File: src/rtl/core/hmmfwd_ram.sv
// generic single write port ram with registered read
module hmmfwd_ram #(
  parameter int unsigned WIDTH = 32,
  parameter int unsigned DEPTH = 16
) (
  input  logic                     clk_i,
  input  logic                     we_i,
  input  logic [$clog2(DEPTH)-1:0] waddr_i,
  input  logic [WIDTH-1:0]         wdata_i,
  input  logic [$clog2(DEPTH)-1:0] raddr_i,
  output logic [WIDTH-1:0]         rdata_o
);

  logic [WIDTH-1:0] mem_q [DEPTH];

  always_ff @(posedge clk_i) begin
    if (we_i) begin
      mem_q[waddr_i] <= wdata_i;
    end
    rdata_o <= mem_q[raddr_i];
  end

endmodule
File: config.mk
export PLATFORM = sky130hd
export DESIGN_NAME = hmmfwd_ram
export DESIGN_NICKNAME = d
export VERILOG_FILES = /design/src/rtl/core/hmmfwd_ram.sv
export SDC_FILE = /design/constraint.sdc
export NUM_CORES = 1
export LEC_CHECK = 0
export ABC_AREA = 1
export ABC_CLOCK_PERIOD_IN_PS = 4750
export BUFFER_PORTS_ARGS = -buffer_cell sky130_fd_sc_hd__buf_4
export CORE_MARGIN = 2
export CORE_UTILIZATION = 49
export DETAILED_ROUTE_END_ITERATION = 7
export GPL_TIMING_DRIVEN = 0
export PLACE_DENSITY_LB_ADDON = 0.12
export SLEW_MARGIN = 20
export SYNTH_ARGS = -nofsm -noshare
export SYNTH_HDL_FRONTEND = slang
export SYNTH_SLANG_ARGS = --single-unit
export TNS_END_PERCENT = 100
File: constraint.sdc
create_clock -name clk_i -period 4.75 [get_ports clk_i]
set_input_delay 0.7125 -clock clk_i [delete_from_list [all_inputs] [get_ports clk_i]]
set_output_delay 0.7125 -clock clk_i [all_outputs]
set_load 0.01 [all_outputs]
==> results of run 1 <==
## report_power, final
group | total (mW) | internal (mW) | switching, mW
Clock | 4.62 | 2.79 | 1.83
Sequential | 5.39 | 5.36 | 0.0280
Combinational | 0.757 | 0.238 | 0.519
Total | 10.8 | 8.39 | 2.38
## sequential cells by signal, indices dropped and copies added (netlist names)
| name | count |
|---|---|
| mem_q | 512 |
| rdata_o | 32 |
## final cells by class
type | instances | share of cell area (%)
flip-flops and latches | 544 | 60.0
multi-input cells | 1081 | 17.5
clock buffers | 81 | 6.21
inverters | 390 | 5.50
repair buffers | 93 | 4.21
well taps | 600 | 2.81
plain buffers | 105 | 2.63
clock inverters | 22 | 1.12
diodes | 1 | 0.00938
## cell usage in the layout (no fill, tap or decap), types with 16 or more instances in the layout
| master | instances |
|---|---|
| clkbuf_16 | 57 |
| buf_16 | 20 |
| dfxtp_1 | 32 |
| edfxtp_1 | 512 |
| inv_1 | 388 |
| clkbuf_1 | 24 |
| buf_4 | 77 |
| buf_2 | 41 |
| nor2_4 | 16 |
| nand2_1 | 677 |
| nand3_1 | 385 |
| buf_6 | 29 |
## routing by layer
layer  share of wire, %  vias up
met4                3.0        0
met5                  0        -
li1                   -     7162
met1                 42     7367
met3                9.2      112
met2                 46      691
## path summary, 6_finish.rpt
kind	end	slack (ns)	cells past startpoint
min	mem_q[0][19]$_DFFE_PP_	0.41	1
max	mem_q[8][31]$_DFFE_PP_	2.75	5
min reg2reg	rdata_o[16]$_DFF_P_	0.66	6
max reg2reg	rdata_o[10]$_DFF_P_	3.68	6
## worst max-delay path, stage by stage
cell	delay, ns
buf_4	0.12
nand3b_1	0.42
nor2_4	0.63
buf_16	0.24
buf_16	0.16
## cell families after synthesis
logic type	count (synthesis)	share of synthesized area, %
and+or+nand+nor	1081	20.0
DFF	544	70.5
buffers and inverters	495	9.54
## metrics by stage
stage          hold WS (ns)  setup TNS (ns)  util, %  std cells
6_report              0.407               0     58.5       2917
2_1_floorplan         0.607               0        -       2120
3_3_place_gp          0.647         -0.0615     52.7       2791
5_1_grt               0.399               0     58.5       2916
4_1_cts               0.380               0     58.5       2916
3_5_place_dp          0.648               0     54.2       2813
==> run_results.csv, run 1 <==
group,metric,value,unit
clock_network,clk_path_buf_depth,3,
global_route,grtUsageMet1,36.6,%
critical_path,r2r-start,"mem_q[13][10]$_DFFE_PP_",
synth,synth_fp_nets,2162,
timing,fin_ws,2.75,ns
drt,drt-initial-drc-count,1726,
power,p_per_area,404,nW/um2
placed_design,place.detailed.hpwl,40.1,mm
timing,fin_crit_sh,42.2,%
final_layout,nNetsFinal,2313,
global_route,grt_pass1_vias,14600,
synth,synth-seq-cells,544,
final_layout,fin_area,26700,um2
clock_network,cts-hold-fix-buffers,0,
global_route,grt_overflow,0,
synth,avgSynthCellArea,10.7,um2
clock_network,postCtsSetupRepairBufs,0,
outcome,status,"finished clean",
synth,yosysTopAreaCell,"edfxtp_1",
final_layout,multiInputGateArea,4670,um2
clock_network,clock_latency,0.60,ns
drt,wl_per_cell,21.3,um
critical_path,cp-start-kind,"input pin",
power,leakagePower,11.4,nW
placed_design,gp_congestion,0.807,
power,power.total,10.8,mW
flow_run,maxCapViolCount,0,
timing,setup_viol,0,
drt,routed_wl,62.2,mm
critical_path,worst_setup_path_end_kind,"flip-flop",
floorplanning,start_util,49.9,%
final_layout,drive_gt1_share,12.0,%
min_path,min_from,"wdata_i[19]",
clock_network,cts_max_level,2,
timing,tightest_slew,1.08,ns
floorplanning,die_w,219,um
drt,drtAntennaViolNets,0,
critical_path,worstPathMaxFanout,13,
synth,ys_seq_area_share,70.5,%
min_path,hp-class,"in2reg",
clock_network,cts_buffers,56,
clock_network,clkTransAtPathRegs,0.06,ns
timing,period_needed,2.00,ns
floorplanning,dieHeight,219,um
critical_path,crit_path_start,"waddr_i[2]",
clock_network,cts_tree,"done",
synth,synth_edf_count,512,
global_route,grt_max_degree,20,
synth,netlist_area,22700,um2
placed_design,placed_area,24700,um2
timing,timing.fmax,499,MHz
final_layout,area_growth,17.4,%
power,ir_drop,0.351,mV
global_route,met2_usage,42.0,%
global_route,grt_util_all_layers,26.5,%
clock_network,cts_sinks,544,
critical_path,required,5.06,ns
clock_network,root_buffer,"clkbuf_16",
drt,drtPass1Iterations,7,
timing,final-hold-violation-count,0,
floorplanning,io_pins,74,
synth,synthFlopType,"edfxtp_1",
critical_path,crit_type,"in2reg",
global_route,grt_pass1_wl,91.3,mm
global_route,antenna_found_initial,1,
synth,ys_types,15,
synth,synth_common_cells,"nand2_1 (677), edfxtp_1 (512), inv_1 (388)",
synth,synth_top_area_share,67.6,%
placed_design,port_buffers,71,
timing,fin_skew,0.0106,ns
floorplanning,rows,78,
synth,async_reset_ff_share,0,%
timing,rsz0062_at_grt,"no",
clock_network,cts_resized,0,
drt,drc,0,
global_route,grt.busiest_layer,"met2",
global_route,met3_usage,5.42,%
synth,synth.most_common_cell,"nand2_1",
placed_design,dp_worst_setup_slack,2.12,ns
drt,via_per_inst,5.26,
synth,syn_inst,2120,
floorplanning,core,45600,um2
synth,synth_warnings,0,
synth,synth.area.top_cells,"edfxtp_1 (68%), nand2_1 (11%), nand3_1 (8.5%)",
critical_path,crit_arrival,2.32,ns
drt,vias,15300,
final_layout,nFillCells,3665,
floorplanning,dieArea,48100,um2
timing,slew_headroom,27.7,%
final_layout,regArea,16000,um2
timing,drv_slew,0,
No activity file was read; power rests on OpenSTA's default activity.
==> run 2, diff against run 1 <==
ABC_AREA = 0   (was 1)
ABC_CLOCK_PERIOD_IN_PS = 1850   (was 4750)
clock period = 1.85 ns   (was 4.75 ns; I/O delays follow)
==> run_results.csv, run 2 <==
group,metric,value,unit
global_route,grt_util_all_layers,21.0,%
critical_path,cp-start-kind,"input pin",
clock_network,clock_latency,0.59,ns
synth,synth_edf_count,512,
global_route,grt_max_degree,20,
placed_design,dp_worst_setup_slack,-0.349,ns
synth,syn_inst,838,
floorplanning,start_util,49.9,%
critical_path,worst_setup_path_end_kind,"flip-flop",
timing,timing.fmax,632,MHz
critical_path,crit_type,"in2reg",
outcome,status,"finished clean",
placed_design,place.detailed.hpwl,26.2,mm
timing,rsz0062_at_grt,"no",
critical_path,required,2.30,ns
clock_network,cts_buffers,55,
final_layout,largest_register,"mem_q",
min_path,hp-class,"in2reg",
synth,synth.most_common_cell,"edfxtp_1",
final_layout,nFillCells,2848,
power,power.total,25.7,mW
synth,yosysTopAreaCell,"edfxtp_1",
synth,avgSynthCellArea,23.7,um2
floorplanning,dieArea,42100,um2
clock_network,clkTransAtPathRegs,0.06,ns
placed_design,gp_congestion,0.688,
drt,drtPass1Iterations,5,
synth,synth-seq-cells,544,
global_route,antenna_found_initial,1,
drt,vias,9245,
synth,ys_seq_area_share,80.7,%
synth,synth_warnings,0,
final_layout,largest_reg_flops,512,
synth,ys_types,18,
drt,via_per_inst,5.78,
floorplanning,die_w,205,um
floorplanning,core,39800,um2
global_route,grt_pass1_wl,62.8,mm
timing,final-hold-violation-count,0,
clock_network,root_buffer,"clkbuf_16",
timing,fin_ws,0.267,ns
timing,fin_crit_sh,85.6,%
clock_network,clk_path_buf_depth,3,
floorplanning,dieHeight,205,um
placed_design,port_buffers,71,
drt,drt-initial-drc-count,630,
synth,synth_common_cells,"edfxtp_1 (512), mux4_2 (128), a22oi_1 (64)",
synth,async_reset_ff_share,0,%
critical_path,crit_buf_inv,2,
power,ir_drop,0.847,mV
critical_path,path_cells,"clkbuf_1 -> buf_2 -> mux4_2 -> a22oi_1 -> nand2_1",
timing,tightest_slew,1.01,ns
critical_path,slowest_delay,0.52,ns
final_layout,biggestRegsByFlops,"mem_q x512, rdata_o x32",
critical_path,crit_family,"buffers and inverters",
final_layout,nNetsFinal,1069,
synth,synth_top_area_share,77.4,%
synth,synthFlopType,"edfxtp_1",
final_layout,area_growth,20.1,%
final_layout,fin_area,23800,um2
placed_design,placed_area,21800,um2
timing,setup_viol,0,
timing,fin_skew,0.0120,ns
final_layout,final_cell_mix,"edfxtp_1 (512), mux4_2 (128), buf_4 (82)",
timing,fin_tns_setup,0,ns
timing,drv_slew,0,
drt,routed_wl,42.2,mm
drt,drtAntennaViolNets,0,
drt,wl_per_cell,26.4,um
synth,synth.area.top_cells,"edfxtp_1 (77%), mux4_2 (15%), dfxtp_1 (3.2%)",
floorplanning,io_pins,74,
synth,synth_fp_nets,880,
power,p_per_area,1080,nW/um2
flow_run,maxCapViolCount,0,
final_layout,drive_gt1_share,31.3,%
clock_network,cts_max_level,2,
timing,period_needed,1.58,ns
final_layout,final_common_cell,"edfxtp_1",
timing,slew_headroom,32.7,%
critical_path,crit_arrival,2.03,ns
power,leakagePower,7.73,nW
clock_network,cts_tree,"done",
synth,netlist_area,19900,um2
drt,drc,0,
global_route,grt_overflow,0,
critical_path,worstPathMaxFanout,10,
global_route,grt_pass1_vias,9696,
critical_path,crit_slowest_cell,"clkbuf_1",
clock_network,cts_sinks,544,
floorplanning,rows,73,
==> run 2: timing repair <==
action,CTS,global route
gates resized for setup,0,0
setup endpoints to repair,0,0
hold buffers,32,0
endpoints found under the hold margin,508,0
setup buffers,0,0
==> run 2: routing by layer <==
metal | routed length [um] | part of all wire (%) | GRT usage [%] | up-vias
met5 | 0 | 0 | 0 | -
met3 | 2390 | 5.7 | 3.69 | 59
li1 | - | - | - | 3962
met1 | 18600 | 44 | 30.9 | 4947
met4 | 733 | 1.7 | 4.86 | 0
met2 | 20500 | 49 | 33.4 | 277
==> run 2: area by class of cell <==
type	count	area (um2)	area share, %
Timing Repair Buffer	132	1490	6.26
Sequential cell	544	16000	67.2
Buffer	43	223	0.934
Antenna cell	1	2.50	0.0105
Clock buffer	86	1600	6.69
Multi-Input combinational cell	251	3750	15.7
Clock inverter	17	106	0.446
Tap cell	525	657	2.75
==> run 2: power by group <==
part	leakage [nW]	internal (mW)	switching (mW)
Clock	0.836	6.04	4.37
Sequential	4.89	13.8	0.0707
Combinational	1.99	0.650	0.786
==> run 2: worst paths after layout <==
kind                                start                 endpoint  slack [ns]  cells past startpoint
hold reg to reg    mem_q[14][3]$_DFFE_PP_       rdata_o[3]$_DFF_P_        0.67                      3
setup reg to reg  mem_q[11][17]$_DFFE_PP_      rdata_o[17]$_DFF_P_        0.45                      3
setup / recovery               raddr_i[1]      rdata_o[17]$_DFF_P_        0.27                      5
hold / removal                 waddr_i[1]  mem_q[12][14]$_DFFE_PP_        0.13                      2
==> run 2: cells by family (layout without fill, tap and decap cells) <==
logic type             Yosys count  in the layout  synth area share, %
AOI/OAI and AO/OA               64             64                 2.42
buffers and inverters           43            278                 1.12
DFF                            544            544                 80.7
muxes                          128            128                 14.5
other                            0              1                    0
and+or+nand+nor                 59             59                 1.27
==> run 2: per-stage QoR <==
stage          std cells  util (%)  hold WS [ns]
4_1_cts             1598      59.9         0.104
2_1_floorplan        838         -         0.376
3_3_place_gp        1434      53.0         0.574
6_report            1599      59.9         0.130
5_1_grt             1599      59.9         0.111
3_5_place_dp        1463      54.8         0.579
